`config.mk`:
```
export PLATFORM = sky130hd
export DESIGN_NAME = ert_ctrl
export DESIGN_NICKNAME = d
export VERILOG_FILES = /design/src/sv/ert_pkg.sv /design/src/sv/ert_ctrl.sv
export SDC_FILE = /design/constraint.sdc
export NUM_CORES = 1
export LEC_CHECK = 0
export ABC_CLOCK_PERIOD_IN_PS = 2600
export BUFFER_PORTS_ARGS = -buffer_cell sky130_fd_sc_hd__clkbuf_2
export CORE_MARGIN = 2
export CORE_UTILIZATION = 40
export CTS_BUF_LIST = sky130_fd_sc_hd__clkbuf_8
export CTS_CLUSTER_SIZE = 24
export DETAILED_ROUTE_END_ITERATION = 16
export HOLD_SLACK_MARGIN = 0.05
export PLACE_DENSITY = 0.71
export SLEW_MARGIN = 10
export SYNTH_ARGS = -nofsm -noshare
export SYNTH_HDL_FRONTEND = slang
export SYNTH_SLANG_ARGS = --single-unit
```
`constraint.sdc`:
```
create_clock -name clk -period 2.6 [get_ports clk]
set_input_delay 0.78 -clock clk [delete_from_list [all_inputs] [get_ports clk]]
set_output_delay 0.78 -clock clk [all_outputs]
set_load 0.01 [all_outputs]
```
`src/sv/ert_pkg.sv`:
```
`timescale 1ns / 1ps

package ert_pkg;

  // Number format
  localparam int WORD_BITS = 48;
  localparam int FRAC_BITS = 32;
  localparam int RHO_BITS  = FRAC_BITS + 2;
  // Multiplier operand width covers both words and rho
  localparam int MUL_BITS  = (WORD_BITS > RHO_BITS) ? WORD_BITS : RHO_BITS;

  localparam logic signed [WORD_BITS-1:0] WMAX = {1'b0, {(WORD_BITS-1){1'b1}}};
  localparam logic signed [WORD_BITS-1:0] WMIN = {1'b1, {(WORD_BITS-1){1'b0}}};
  localparam logic signed [WORD_BITS-1:0] Q_ONE =
    (FRAC_BITS < WORD_BITS - 1) ? WORD_BITS'(64'd1 << FRAC_BITS) : WMAX;

  // Configuration register indexes
  localparam int CFG_IDX_BITS = 2;
  typedef enum logic [CFG_IDX_BITS-1:0] {
    CFG_RHO      = 2'd0,
    CFG_USE_NUM  = 2'd1,
    CFG_NUM_LAM1 = 2'd2,
    CFG_NUM_LAM2 = 2'd3
  } cfg_idx_t;

  typedef struct packed {
    logic signed [WORD_BITS-1:0] lam1;
    logic signed [WORD_BITS-1:0] lam2;
    logic signed [WORD_BITS-1:0] growth1;
    logic signed [WORD_BITS-1:0] growth2;
    logic signed [WORD_BITS-1:0] var1;
    logic signed [WORD_BITS-1:0] var2;
    logic signed [WORD_BITS-1:0] covar;
    logic                        last_point;
  } item_t;

  typedef struct packed {
    logic signed [WORD_BITS-1:0] exp_r1;
    logic signed [WORD_BITS-1:0] exp_r2;
  } res_t;

  typedef enum logic [1:0] {
    ST_IDLE,
    ST_RUN,
    ST_DONE
  } state_t;

  // Operand sources of the datapath
  typedef enum logic [4:0] {
    SRC_ZERO, SRC_N1, SRC_N2, SRC_LAM1, SRC_LAM2, SRC_G1, SRC_G2, SRC_V1,
    SRC_V2, SRC_CV, SRC_PLAM1, SRC_PLAM2, SRC_PG1, SRC_PG2, SRC_PV1, SRC_PV2,
    SRC_PCV, SRC_RHO, SRC_SUM1, SRC_SUM2, SRC_MULQ, SRC_A1C, SRC_A2C, SRC_A1P,
    SRC_A2P, SRC_E1C, SRC_E2C, SRC_E1P, SRC_E2P, SRC_S, SRC_O1, SRC_O2
  } src_t;

  // Scratch registers
  typedef enum logic [3:0] {
    DST_A1C, DST_A2C, DST_A1P, DST_A2P, DST_E1C, DST_E2C, DST_E1P, DST_E2P,
    DST_S, DST_O1, DST_O2
  } dst_t;

  typedef enum logic {
    ALU_ADD,
    ALU_SUB
  } alu_op_t;

  typedef struct packed {
    logic    alu_en;
    alu_op_t alu_op;
    src_t    alu_a;
    src_t    alu_b;
    dst_t    alu_dst;
    src_t    mul_a;
    src_t    mul_b;
    logic    wb_en;
    dst_t    wb_dst;
  } uop_t;

  typedef struct packed {
    logic load;
    logic commit;
    uop_t uop;
  } cmd_t;

  localparam uop_t UOP_NOP = '{
    alu_en:  1'b0,
    alu_op:  ALU_ADD,
    alu_a:   SRC_ZERO,
    alu_b:   SRC_ZERO,
    alu_dst: DST_A1C,
    mul_a:   SRC_ZERO,
    mul_b:   SRC_ZERO,
    wb_en:   1'b0,
    wb_dst:  DST_A1C
  };

  localparam int NSTEPS    = 23;
  localparam int STEP_BITS = $clog2(NSTEPS);
  localparam logic [STEP_BITS-1:0] LAST_STEP = STEP_BITS'(NSTEPS - 1);

  function automatic uop_t set_alu(input uop_t u, input alu_op_t op, input src_t a,
                                   input src_t b, input dst_t d);
    uop_t r;
    r = u;
    r.alu_en  = 1'b1;
    r.alu_op  = op;
    r.alu_a   = a;
    r.alu_b   = b;
    r.alu_dst = d;
    return r;
  endfunction

  function automatic uop_t set_mul(input uop_t u, input src_t a, input src_t b);
    uop_t r;
    r = u;
    r.mul_a = a;
    r.mul_b = b;
    return r;
  endfunction

  function automatic uop_t set_wb(input uop_t u, input dst_t d);
    uop_t r;
    r = u;
    r.wb_en  = 1'b1;
    r.wb_dst = d;
    return r;
  endfunction

  // Schedule: x = sat(n - lam) * growth, t = x * var, b = x_other * covar,
  // E = sat(-t) - rho * b, for the current (C) and previous (P) point.
  function automatic uop_t ucode(input logic [STEP_BITS-1:0] step);
    uop_t u;
    u = UOP_NOP;
    case (step)
      0:  u = set_alu(UOP_NOP, ALU_SUB, SRC_N1, SRC_LAM1, DST_A1C);
      1:  u = set_mul(set_alu(UOP_NOP, ALU_SUB, SRC_N2, SRC_LAM2, DST_A2C),
                      SRC_A1C, SRC_G1);
      2:  u = set_mul(set_alu(UOP_NOP, ALU_SUB, SRC_N1, SRC_PLAM1, DST_A1P),
                      SRC_A2C, SRC_G2);
      3:  u = set_mul(set_alu(UOP_NOP, ALU_SUB, SRC_N2, SRC_PLAM2, DST_A2P),
                      SRC_A1P, SRC_PG1);
      4:  u = set_wb(set_mul(UOP_NOP, SRC_A2P, SRC_PG2), DST_A1C);
      5:  u = set_wb(set_mul(UOP_NOP, SRC_A1C, SRC_V1), DST_A2C);
      6:  u = set_wb(set_mul(UOP_NOP, SRC_A1C, SRC_CV), DST_A1P);
      7:  u = set_wb(set_mul(UOP_NOP, SRC_A2C, SRC_V2), DST_A2P);
      8:  u = set_mul(set_alu(UOP_NOP, ALU_SUB, SRC_ZERO, SRC_MULQ, DST_E1C),
                      SRC_A2C, SRC_CV);
      9:  u = set_mul(UOP_NOP, SRC_RHO, SRC_MULQ);
      10: u = set_mul(set_alu(UOP_NOP, ALU_SUB, SRC_ZERO, SRC_MULQ, DST_E2C),
                      SRC_A1P, SRC_PV1);
      11: u = set_mul(UOP_NOP, SRC_RHO, SRC_MULQ);
      12: u = set_wb(set_mul(UOP_NOP, SRC_A1P, SRC_PCV), DST_S);
      13: u = set_mul(set_alu(UOP_NOP, ALU_SUB, SRC_ZERO, SRC_MULQ, DST_E1P),
                      SRC_A2P, SRC_PV2);
      14: u = set_wb(set_mul(set_alu(UOP_NOP, ALU_SUB, SRC_E2C, SRC_S, DST_E2C),
                             SRC_A2P, SRC_PCV), DST_S);
      15: u = set_mul(set_alu(UOP_NOP, ALU_SUB, SRC_E1C, SRC_S, DST_E1C),
                      SRC_RHO, SRC_MULQ);
      16: u = set_alu(UOP_NOP, ALU_SUB, SRC_ZERO, SRC_MULQ, DST_E2P);
      17: u = set_mul(set_alu(UOP_NOP, ALU_ADD, SRC_SUM1, SRC_E1C, DST_O1),
                      SRC_RHO, SRC_MULQ);
      18: u = set_alu(UOP_NOP, ALU_SUB, SRC_E2P, SRC_MULQ, DST_E2P);
      19: u = set_alu(UOP_NOP, ALU_ADD, SRC_SUM2, SRC_E2C, DST_O2);
      20: u = set_alu(UOP_NOP, ALU_SUB, SRC_E1P, SRC_MULQ, DST_E1P);
      21: u = set_alu(UOP_NOP, ALU_SUB, SRC_O1, SRC_E1P, DST_O1);
      22: u = set_alu(UOP_NOP, ALU_SUB, SRC_O2, SRC_E2P, DST_O2);
      default: u = UOP_NOP;
    endcase
    return u;
  endfunction

endpackage

```
`src/sv/ert_ctrl.sv`:
```
`timescale 1ns / 1ps

module ert_ctrl (
  input  logic          clk,
  input  logic          rst_n,
  input  logic          in_valid,
  output logic          in_ready,
  output logic          out_valid,
  input  logic          out_ready,
  output ert_pkg::cmd_t cmd
);

  ert_pkg::state_t state_r, state_nxt;
  logic [ert_pkg::STEP_BITS-1:0] step_r, step_nxt;
  logic out_valid_r, out_valid_nxt;

  always_ff @(posedge clk) begin
    if (!rst_n) begin
      state_r     <= ert_pkg::ST_IDLE;
      step_r      <= '0;
      out_valid_r <= 1'b0;
    end else begin
      state_r     <= state_nxt;
      step_r      <= step_nxt;
      out_valid_r <= out_valid_nxt;
    end
  end

  always_comb begin
    state_nxt = state_r;
    step_nxt  = step_r;
    in_ready  = 1'b0;
    cmd       = '0;
    cmd.uop   = ert_pkg::UOP_NOP;
    case (state_r)
      ert_pkg::ST_IDLE: begin
        in_ready = 1'b1;
        if (in_valid) begin
          cmd.load  = 1'b1;
          step_nxt  = '0;
          state_nxt = ert_pkg::ST_RUN;
        end
      end
      ert_pkg::ST_RUN: begin
        cmd.uop = ert_pkg::ucode(step_r);
        if (step_r == ert_pkg::LAST_STEP) begin
          state_nxt = ert_pkg::ST_DONE;
        end else begin
          step_nxt = step_r + 1'b1;
        end
      end
      ert_pkg::ST_DONE: begin
        // result moves to the output register once it is free
        if (!out_valid_r || out_ready) begin
          cmd.commit = 1'b1;
          state_nxt  = ert_pkg::ST_IDLE;
        end
      end
      default: begin
        state_nxt = ert_pkg::ST_IDLE;
      end
    endcase

    if (cmd.commit) begin
      out_valid_nxt = 1'b1;
    end else if (out_ready) begin
      out_valid_nxt = 1'b0;
    end else begin
      out_valid_nxt = out_valid_r;
    end
  end

  assign out_valid = out_valid_r;

endmodule

```
Word-level counts from Yosys, hierarchy flattened

Memories as Yosys holds them, arrays and structs flattened. A register that Yosys moved wholly into a read port is not among the register bits.
Cells that the tools add are included.

Output and inout port bits: 35
ROM bits: 960
Memories: 1
Logic and storage cells: 36
Input port bits: 4
Flip-flop bits (word level): 8

Memory list:

| name             | words | bits a word | read ports | clocked after Yosys merged registers in | wr ports | RTL line       | source |
|---|---|---|---|---|---|---|---|
| (name not given) | 32    | 30          | 1          | 1                                       | 0        | ert_pkg.sv:134 | `case (step)` |

Reductions and logical operators: 7
$add $sub $neg: 1
Equality and inequality tests: 7
Muxes and demuxes: 17

Operators by type and width:

| operator                                            | count |
|---|---|
| 2-to-1 mux 31 bit                                   | 1 |
| 2-to-1 mux 5 bit                                    | 4 |
| one-hot mux 5 bit (2 select lines)                  | 1 |
| != test 2 bit, second input constant                | 4 |
| 2-to-1 mux 1 bit                                    | 7 |
| 2-to-1 mux 2 bit                                    | 3 |
| one-hot mux 2 bit (3 select lines)                  | 1 |
| AND reduction 3 bit                                 | 2 |
| adder 5 x 1 -> 5 bit, second input constant         | 1 |
| equality test 5 bit, second input constant          | 1 |
| nonzero test 2 bit                                  | 2 |
| equality test 2 x 1 -> 1 bit, second input constant | 1 |
| equality test 2 bit, second input constant          | 1 |
| logical NOT 2 bit                                   | 1 |
| logical NOT 1 bit                                   | 1 |
| logical OR 1 bit                                    | 1 |

Depth between registers and ports, before layout

Gate-level depths: netlist of the first run.

Depth after elaboration: 5
Gate-level depth with buffers: 11
Mapped depth without buffers: 10

Worst setup path before layout of the first run

Ideal clock, no wire load.

Path type: input -> register
From: in in_valid
To: reg with a tool-made name
Stages on the path: 10
Arrival: 2.435 ns
Setup time: 0.120 ns
Setup slack: 0.046 ns
Data required time: 2.480 ns
Path buffers: 2
Cells stage by stage: or3b_1 -> inv_2 -> nor2_4 -> o21ai_1 -> buf_4 -> ha_1 -> clkbuf_1 -> a21oi_1 -> a31oi_1 -> nand2b_1

RTL lines:

| what               | RTL line      | source |
|---|---|---|
| start: declaration | ert_ctrl.sv:6 | `input logic in_valid,` |

==> impl_results.md, run 1 <==
* GP Congestion at between 0.9 and 1
* Top_reg_cell synth: dfxtp_1
* Post-CTS setup buffer count at 0
* Worst vdd ir at approximately 0.17 mV
* PwrDens at 457 nW/um^2
* Area fraction in compound gates after synthesis at 0.180
* Placed Cells at roughly 350
* Largest net degree at the start of global routing at 27
* Crit path largest cell delay at ~0.40 ns
* Synth top area share at 0.365
* Hold path startpoint: out_valid$_SDFFE_PN0P_
* Place WS at -0.0408 ns
* Synth area leaders: dfxtp_1 36%, and2_1 9.3%, ha_1 6.0%
* Post-synth cell types at 49
* Num Clock Sinks at 38
* Core footprint at slightly above 5000 sq um
* Synth Area in Simple Gates at 0.303
* Post-cts gate resize count at 0
* Most frequent cell on the critical path: ha_1
* Startpoint Class: flip-flop
* Post-synth top cells: 38 x dfxtp_1, 31 x and2_1, 27 x nand2_1
* Fmax at around 0.41 GHz
* Antenna diodes at 0
* Layout cell share with drive strength beyond 1 at 0.272
* Max_cap viols at 0
* Initial antenna violation count at 0
* WHS Endpoint: out_valid$_SDFFE_PN0P_
* Final-report hold violation count at 0
* Final cell count without fillers at 360
* CTS buffer count at 5
* Antenna Nets Post-Route at 0
* Die H at roughly 76 um
* Leading area contributor after synthesis: dfxtp_1
* Area growth syn-to-layout at 17.7%
* 1st-iter DRT viols at 155
* P_leak at ~1.1 nW
* CP max stage cell: dfxtp_1
* Worst Slack Setup Final at ~0.19 ns
* Buffers on Ports at 37
* Post-DP HPWL at ~3.6 mm
* Row cnt at 26
* Post-synth EDFFs at 0
* Req. time, crit path at around 2.8 ns
* Sequential cell area fraction in the yosys report at 0.365
* Async S/R FF share, synth at 0
* Global-route wire length before repair at roughly 8 mm
* RSZ-0062 raised after global routing: no
* # setup viols final at 0
* Die X at ~76 um
* Adder-cell share of the synthesized area at 0.0600
* Hold buffers post-CTS at 0
* Syn Nets at ~260
* CP max FO at 5
* TritonRoute pass-1 iters at 4
* Clock skew at roughly 0.012 ns
* Wire per inst at around 13 um
* Worst skew pair latency at between 0.2 and 0.3 ns
* Cell Area, Synth at around 2100 sq um
* Clock slew at reported path FFs at ~0.07 ns
* Final nets at slightly above 300
* GRT Total Usage at 0.169
* Total die area at approximately 5800 sq um
* WL final at between 4 and 5 mm
* Yosys reg bits at 38
* Tcrit/Tclk final at 0.928
* Grt ovf at 0
* Hold path cells at 2
* Vias at roughly 1800
* CP Cell Sequence: inv_1, ha_1, and4b_4, nor3_1, o21ai_1, buf_4, ha_1, nand2_1, a2bb2oi_1, o22ai_1
* H-tree Lvls at 2
* Initial Util at 0.411
* Flop2flop setup slack at between 0.15 and 0.2 ns
* Kind of critical path: flip-flop to flip-flop
* Vias in the first global route at approximately 1700
* CTS tree: yes
* RR Startpoint: step_r[0]$_SDFFE_PN0N_
* Post-layout min period at between 2 and 2.5 ns
* CTS max path bufs at 2
* Residual DRC at 0
* Routed vias/inst at between 5 and 6
* Most common cell in the netlist: dfxtp_1
* Worst Reg2Reg Path Length in Cells at 10
* CP endpoint kind: flip-flop
* CTS Root Cell: clkbuf_8
* Worst EP arrival at around 2.6 ns
* Combinational family with the most area after synthesis: simple AND/OR/NAND/NOR gates
* Slew Limit Fails at 0
* Hold Crit Class: flip-flop to flip-flop
* Mean post-synth cell area at around 8.4 sq um
* I/O Pins at 39
* YS warnings at 0
* Outcome: finished clean
* Cells after synthesis at approximately 250
* Mux cell area share after synthesis at 0.00480
* Synthesized-area fraction occupied by xor and xnor cells at 0.0168
==> cell usage in the layout, fill, tap and decap left out, types with 3 or more instances in the layout <==
cell,count
clkbuf_2,37
nand3_1,10
buf_4,13
nor3_1,8
o21ai_1,5
nand2_1,27
a31oi_1,4
xnor2_1,3
o21ai_0,7
inv_2,5
nor2_1,17
a21oi_1,16
o22ai_1,3
a211oi_2,3
dfxtp_1,38
clkbuf_8,6
ha_1,10
inv_1,6
and2_1,31
nand2b_1,5
==> cells by family after synthesis <==
family / Yosys count
XOR/XNOR: 4
adder cells (fa/ha/maj): 10
buffers and inverters: 27
flip-flops: 38
multiplexers: 1
AND/OR/NAND/NOR: 114
other: 1
AO/OA/AOI/OAI: 54
==> worst max-delay path: cells and delay by family, from the launching register on <==
kind | cells | cell delay [ns]
adders and majority gates | 2 | 0.59
AOI/OAI and AO/OA | 3 | 0.47
DFF | 1 | 0.40
buffers and inverters | 2 | 0.29
and+or+nand+nor | 3 | 0.54
==> report_power, final <==
part | switching, W | total, W | internal, W
logic | 0.0000765 | 0.000128 | 0.0000517
clock network | 0.000185 | 0.000390 | 0.000204
registers | 0.00000590 | 0.000604 | 0.000598
==> through the flow <==
step                instance area [sq um]  utilization  hold WS [ns]  power (W)  setup TNS, ns
floorplan                            2090            -         0.530   0.000700              0
global route                         2460        0.484         0.554    0.00116              0
CTS                                  2460        0.484         0.519    0.00114              0
detailed placement                   2370        0.468         0.511   0.000745        -0.0591
finish                               2460        0.484         0.516    0.00112              0
global placement                     2370        0.468         0.497   0.000744              0
==> how the worst max path moves through the flow <==
stage                                 from         to  slack [ns]  cells past startpoint
finish              step_r[0]$_SDFFE_PN0N_  flip-flop        0.19                     10
global route        step_r[0]$_SDFFE_PN0N_  flip-flop        0.04                      9
CTS                 step_r[0]$_SDFFE_PN0N_  flip-flop        0.22                      9
detailed placement                in_valid  flip-flop       -0.04                     10
global placement                  in_valid  flip-flop        0.01                     10
floorplan                         in_valid  flip-flop        0.05                     10
==> final cells by class <==
cell class / count / area [sq um]
Sequential cell: 38 / 761
Clock buffer: 6 / 82.6
Inverter: 11 / 41.3
Tap cell: 70 / 87.6
Multi-Input combinational cell: 184 / 1180
Fill cell: 522 / 2620
Timing Repair Buffer: 51 / 303
==> per-layer routing <==
metal | up-vias | GRT usage | wire length [um]
li1 | 925 | - | -
met1 | 830 | 0.225 | 2170
met2 | 70 | 0.267 | 2140
met3 | 6 | 0.0332 | 334
met4 | 0 | 0.0727 | 75
met5 | - | 0 | 0
Power figures use the tool's default switching activity.
==> run 2: changes to the inputs <==
--- a/config.mk
+++ b/config.mk
@@ -14,5 +14,5 @@
 export DETAILED_ROUTE_END_ITERATION = 16
 export HOLD_SLACK_MARGIN = 0.05
-export PLACE_DENSITY = 0.71
+export PLACE_DENSITY_LB_ADDON = 0.12
 export SLEW_MARGIN = 10
 export SYNTH_ARGS = -nofsm -noshare
==> constraint.sdc (replaced) <==
create_clock -name clk -period 2.6 [get_ports clk]
set_input_delay 0.26 -clock clk [delete_from_list [all_inputs] [get_ports clk]]
set_output_delay 0.26 -clock clk [all_outputs]
set_load 0.01 [all_outputs]
==> run 2 against run 1 <==
  * Non-clock buffer count decreased by 3
  * Via count shrank 0.49%
  * Flip-flop and latch count stayed put
  * Sequential share of layout area fell by 0.37 points
  * Design area is 1.2% higher
  * Die area stayed put
  * Global-route usage grew 0.48 points
  * Worst hold slack got worse by 0.25 ns
  * Routed wire length rose by 5.5%
  * Critical path type unchanged
==> impl_results.md, run 2 (synthesis results as in run 1) <==
* Final-report hold violation count at 0
* CTS max path bufs at 2
* Die X at between 70 and 80 um
* Vias at roughly 1800
* 1st-iter DRT viols at between 150 and 200
* RSZ-0062 raised after global routing: no
* Routed vias/inst at a little over 5
* Buffers on Ports at 37
* Outcome: finished clean
* Crit path from: step_r[0]$_SDFFE_PN0N_
* Worst slew pin tran at ~0.6 ns
* Die H at roughly 76 um
* Tcrit/Tclk final at 0.931
* Wire per inst at 13.9 um
* Initial Util at 0.411
* Fillers at slightly above 500
* Worst Slack Setup Final at 0.180 ns
* CTS Root Cell: clkbuf_8
* H-tree Lvls at 2
* Startpoint Class: flip-flop
* Slew headroom at 0.607
* Hold Slack at around 0.27 ns
* RR Startpoint: step_r[0]$_SDFFE_PN0N_
* GP Congestion at 0.915
* Slew Limit Fails at 0
* TritonRoute pass-1 iters at 4
* Initial antenna violation count at 0
* WL final at roughly 5 mm
* Met1 Use GR at 0.219
* Worst vdd ir at approximately 0.27 mV
* Worst skew pair latency at 0.29 ns
* Global route hottest layer: met2
* Worst EP arrival at ~2.6 ns
* Num Clock Sinks at 38
* CP max stage cell: dfxtp_1
* Layout cell share with drive strength beyond 1 at 0.273
* Fmax at ~0.41 GHz
* CTS buffer count at 5
* CP max FO at 10
* Most frequent cells in the layout: 38 x dfxtp_1, 37 x clkbuf_2, 31 x and2_1
* Clock skew at about 0.0069 ns
* Place WS at between 0.2 and 0.25 ns
* Antenna Nets Post-Route at 0
* Grt ovf at 0
* Post-DP HPWL at 3.56 mm
* Antenna diodes at 0
* Clock slew at reported path FFs at 0.08 ns
* Most frequent cell on the critical path: ha_1
* Largest net degree at the start of global routing at 28
* PwrDens at between 500 and 600 nW/um^2
* CTS tree: yes
* Flop2flop setup slack at approximately 0.18 ns
* Crit path largest cell delay at a little under 0.4 ns
* Final nets at between 300 and 400
* Req. time, crit path at around 2.8 ns
* Worst Reg2Reg Path Length in Cells at 9
* Max_cap viols at 0
* Most common cell after layout, fill and taps aside: dfxtp_1
* M3 GR Usage at 0.0344
* Residual DRC at 0
* I/O Pins at 39
* CP Cell Sequence: inv_1, ha_1, and4b_4, nor4_2, a31oi_4, ha_1, nor3_2, a21oi_1, o221ai_1
* P_leak at approximately 1.1 nW
* GRT Total Usage at 0.174
* Post-route setup TNS at 0 ns
* Kind of critical path: flip-flop to flip-flop
* Post-layout min period at about 2.4 ns
* Hold Crit Class: input port to flip-flop
* Row cnt at 26
* # setup viols final at 0
* CP endpoint kind: flip-flop
* Hold buffers post-CTS at 0
* Total power at approximately 0.0013 W
* Core footprint at ~5100 sq um
* Met2 Use GR at 0.290
* Util after Layout at 0.490
* Area growth syn-to-layout at 19.1%
* Global-route wire length before repair at 8.19 mm
* Total die area at about 5800 sq um
* Vias in the first global route at roughly 1700
run 2: changes by cell type in the layout (fill, tap and decap cells not counted), sizes merged:
cell,previous run,this run
buf,14,11
bufinv,0,2
run 2: worst max-delay path, delay by kind of cell (launching register included):
family / cells / cell delay, ns
flops: 1 / 0.39
simple gates: 3 / 0.81
buf+inv: 1 / 0.10
compound gates: 3 / 0.42
fa+ha+maj: 2 / 0.61
run 2: worst min-delay path by stage:
stage	to	from	slack, ns	depth (start not counted)
global route	out_valid$_SDFFE_PN0P_	out_ready	0.30	3
CTS	out_valid$_SDFFE_PN0P_	out_ready	0.28	3
finish	out_valid$_SDFFE_PN0P_	out_ready	0.27	3
global placement	out_valid$_SDFFE_PN0P_	out_valid$_SDFFE_PN0P_	0.50	2
detailed placement	out_valid$_SDFFE_PN0P_	out_valid$_SDFFE_PN0P_	0.51	2
floorplan	state_r[1]$_SDFFE_PN0P_	rst_n	0.47	2
run 2: layout make-up:
type	count	area (sq um)	area share
clock inverters	2	60.1	0.0242
multi-input cells	184	1190	0.477
clock buffers	6	82.6	0.0332
repair buffers	48	268	0.108
inverters	11	41.3	0.0166
well taps	70	87.6	0.0352
flip-flops and latches	38	761	0.306
run 2: report_power, final:
part	internal, W	switching (W)
Sequential	0.000598	0.00000644
Clock	0.000409	0.000211
Combinational	0.0000461	0.0000761
run 2: timing repair:
item	in CTS	in global routing
hold endpoints to repair	0	0
gates resized for setup	0	1
setup buffers	0	0
setup endpoints to repair	0	3
run 2: layer usage:
metal | part of all wire | wire length, um | up-vias
met1 | 0.45 | 2220 | 823
met2 | 0.48 | 2400 | 67
li1 | - | - | 919
met4 | 0.020 | 102 | 0
met3 | 0.053 | 263 | 13
met5 | 0 | 0 | -
run 2: stage by stage:
step           cells  instance area [sq um]
6_report         359                   2490
4_1_cts          359                   2480
3_3_place_gp     351                   2340
3_5_place_dp     351                   2340
2_1_floorplan    249                   2090
5_1_grt          359                   2490
==> run 3: changes to the inputs <==
CAP_MARGIN = 0   (was unset)
CELL_PAD_IN_SITES_DETAIL_PLACEMENT = 0   (was unset)
CELL_PAD_IN_SITES_GLOBAL_PLACEMENT = 1   (was unset)
CORE_UTILIZATION = 38   (was 40)
==> run 3 against run 2 <==
  * Register-to-register slack gained 0.04 ns
  * Sequential power hardly changed
  * Die area is 5.0% higher
  * First-iteration DRC count rose by 7.1%
  * Design area is 2.4% lower
  * Cell count is 0.56% lower
  * Setup slack improved by 0.036 ns
  * Total power shrank 17%
  * Largest cell class unchanged
  * Highest routed layer unchanged
==> impl_results.md, run 3 (synthesis results as in run 1) <==
* Outcome: finished clean
* Global-route wire length before repair at just under 9 mm
* CTS tree: yes
* CP endpoint kind: flip-flop
* Clock skew at between 0.009 and 0.01 ns
* Vias at between 1500 and 2000
* Num Clock Sinks at 38
* Initial Util at 0.401
* Power share of the clock group at 0.349
* Max_cap viols at 0
* CP Buf/Inv Count at 1
* Post-layout min period at about 2.4 ns
* Levels on crit path at 9
* Worst slew pin tran at 0.558 ns
* GRT Total Usage at 0.182
* Die X at 78.1 um
* Total die area at approximately 6100 sq um
* Tcrit/Tclk final at 0.917
* Kind of cell adding the most delay to the critical path: simple AND/OR/NAND/NOR gates
* Most frequent cell on the critical path: ha_1
* Fmax at between 0.4 and 0.5 GHz
* GP Congestion at 0.886
* CTS buffer count at 5
* CTS Root Cell: clkbuf_8
* Crit path largest cell delay at about 0.4 ns
* CTS max path bufs at 2
* Final nets at 302
* Post-DP HPWL at 3.75 mm
* Crit path from: step_r[0]$_SDFFE_PN0N_
* Layout cell share with drive strength beyond 1 at 0.272
* Worst Slack Setup Final at 0.216 ns
* WL final at between 5 and 6 mm
* Worst skew pair latency at roughly 0.29 ns
* Slew Limit Fails at 0
* Largest net degree at the start of global routing at 24
* CP max FO at 8
* Buffers on Ports at 37
* Routed vias/inst at 5.13
* I/O Pins at 39
* CP max stage cell: dfxtp_1
* Row cnt at 26
* Die H at approximately 80 um
* Int Pwr at 0.000851 W
* 1st-iter DRT viols at 180
* Antenna Nets Post-Route at 0
* Vias in the first global route at approximately 1700
* Kind of critical path: flip-flop to flip-flop
* Most frequent cells in the layout: 38 x dfxtp_1, 37 x clkbuf_2, 31 x and2_1
* Hold Crit Class: input port to flip-flop
* Clock slew at reported path FFs at about 0.070 ns
* Slew headroom at 0.625
* Comb power frac at 0.113
* Sequential share of power at 0.538
* Startpoint Class: flip-flop
* Residual DRC at 0
* PwrDens at ~460 nW/um^2
* Req. time, crit path at 2.79 ns
* CP Cell Sequence: inv_1, ha_1, and4b_4, nor3_1, o21ai_2, ha_1, nor3_2, a31oi_1, o22ai_1
* Place WS at 0.274 ns
* Antenna diodes at 0
* TritonRoute pass-1 iters at 4
* Worst vdd ir at ~0.18 mV
* Core footprint at 5200 sq um
* Worst Reg2Reg Path Length in Cells at 9
* # setup viols final at 0
* Flop2flop setup slack at ~0.22 ns
* P_leak at 1.10 nW
* Most common cell after layout, fill and taps aside: dfxtp_1
* H-tree Lvls at 2
* Sw Ratio at 0.242
* Final-report hold violation count at 0
* Area growth syn-to-layout at 16.3%
* Util after Layout at 0.466
* RR Startpoint: step_r[0]$_SDFFE_PN0N_
* Worst EP arrival at between 2 and 3 ns
* Wire per inst at between 10 and 15 um
* Grt ovf at 0
* Hold buffers post-CTS at 0
* Initial antenna violation count at 0
* Switching pwr at roughly 0.00027 W
-- run 3: cell count changes in the layout (fill, tap and decap cells not counted) --
cell	before	now
nor2b_1	2	1
bufinv_16	2	0
o21ai_2	1	2
nor3_2	2	1
o21ai_1	5	4
nor3_1	7	8
nor2b_2	0	1
-- run 3: how the worst min path moves through the flow --
stage	cells after the start	slack, ns	from	endpoint
2_1_floorplan	2	0.47	rst_n	state_r[1]$_SDFFE_PN0P_
3_5_place_dp	2	0.51	out_valid$_SDFFE_PN0P_	out_valid$_SDFFE_PN0P_
3_3_place_gp	2	0.51	out_valid$_SDFFE_PN0P_	out_valid$_SDFFE_PN0P_
6_report	3	0.29	out_ready	out_valid$_SDFFE_PN0P_
5_1_grt	3	0.33	out_ready	out_valid$_SDFFE_PN0P_
4_1_cts	3	0.27	out_ready	out_valid$_SDFFE_PN0P_
-- run 3: final cells by class --
cell class                      instances  area, sq um
Clock buffer                            6         82.6
Multi-Input combinational cell        184         1190
Timing Repair Buffer                   48          268
Sequential cell                        38          761
Inverter                               11         41.3
Tap cell                               70         87.6
Fill cell                             530         2780
-- run 3: layer usage --
layer  vias up  GRT usage  share of wire
met4         0     0.0684          0.017
met5         -          0              0
li1        917          -              -
met3         9     0.0368          0.046
met2        51      0.271           0.45
met1       854      0.261           0.48
-- run 3: power groups by stage --
| stage | sequential (W) | combinational, W | clock, W |
|---|---|---|---|
| after floorplan | 0.000616 | 0.0000845 | 0 |
| after global placement | 0.000618 | 0.000126 | 0 |
| after detailed placement | 0.000618 | 0.000126 | 0 |
| after CTS | 0.000604 | 0.000127 | 0.000412 |
| after global routing | 0.000606 | 0.000140 | 0.000439 |
| final | 0.000604 | 0.000127 | 0.000391 |
-- run 3: worst register-to-register path: cells and delay by family (launching register included) --
kind                     cells  cell delay, ns
AND/OR/NAND/NOR              3            0.80
adder cells (fa/ha/maj)      2            0.59
AO/OA/AOI/OAI                3            0.42
flip-flops                   1            0.39
buffers and inverters        1            0.10
-- run 3: repair_timing --
action	CTS	global route
setup endpoints to repair	0	1
resized for setup	0	1
buffers inserted	0	0
-- run 3: metrics by stage --
stage | cells | hold WS (ns) | power (W) | cell area (sq um) | TNS, ns
finish | 357 | 0.286 | 0.00112 | 2430 | 0
global route | 357 | 0.335 | 0.00119 | 2430 | -0.0362
CTS | 357 | 0.272 | 0.00114 | 2420 | 0
detailed placement | 351 | 0.509 | 0.000744 | 2340 | 0
global placement | 351 | 0.510 | 0.000744 | 2340 | 0
floorplan | 249 | 0.472 | 0.000700 | 2090 | 0
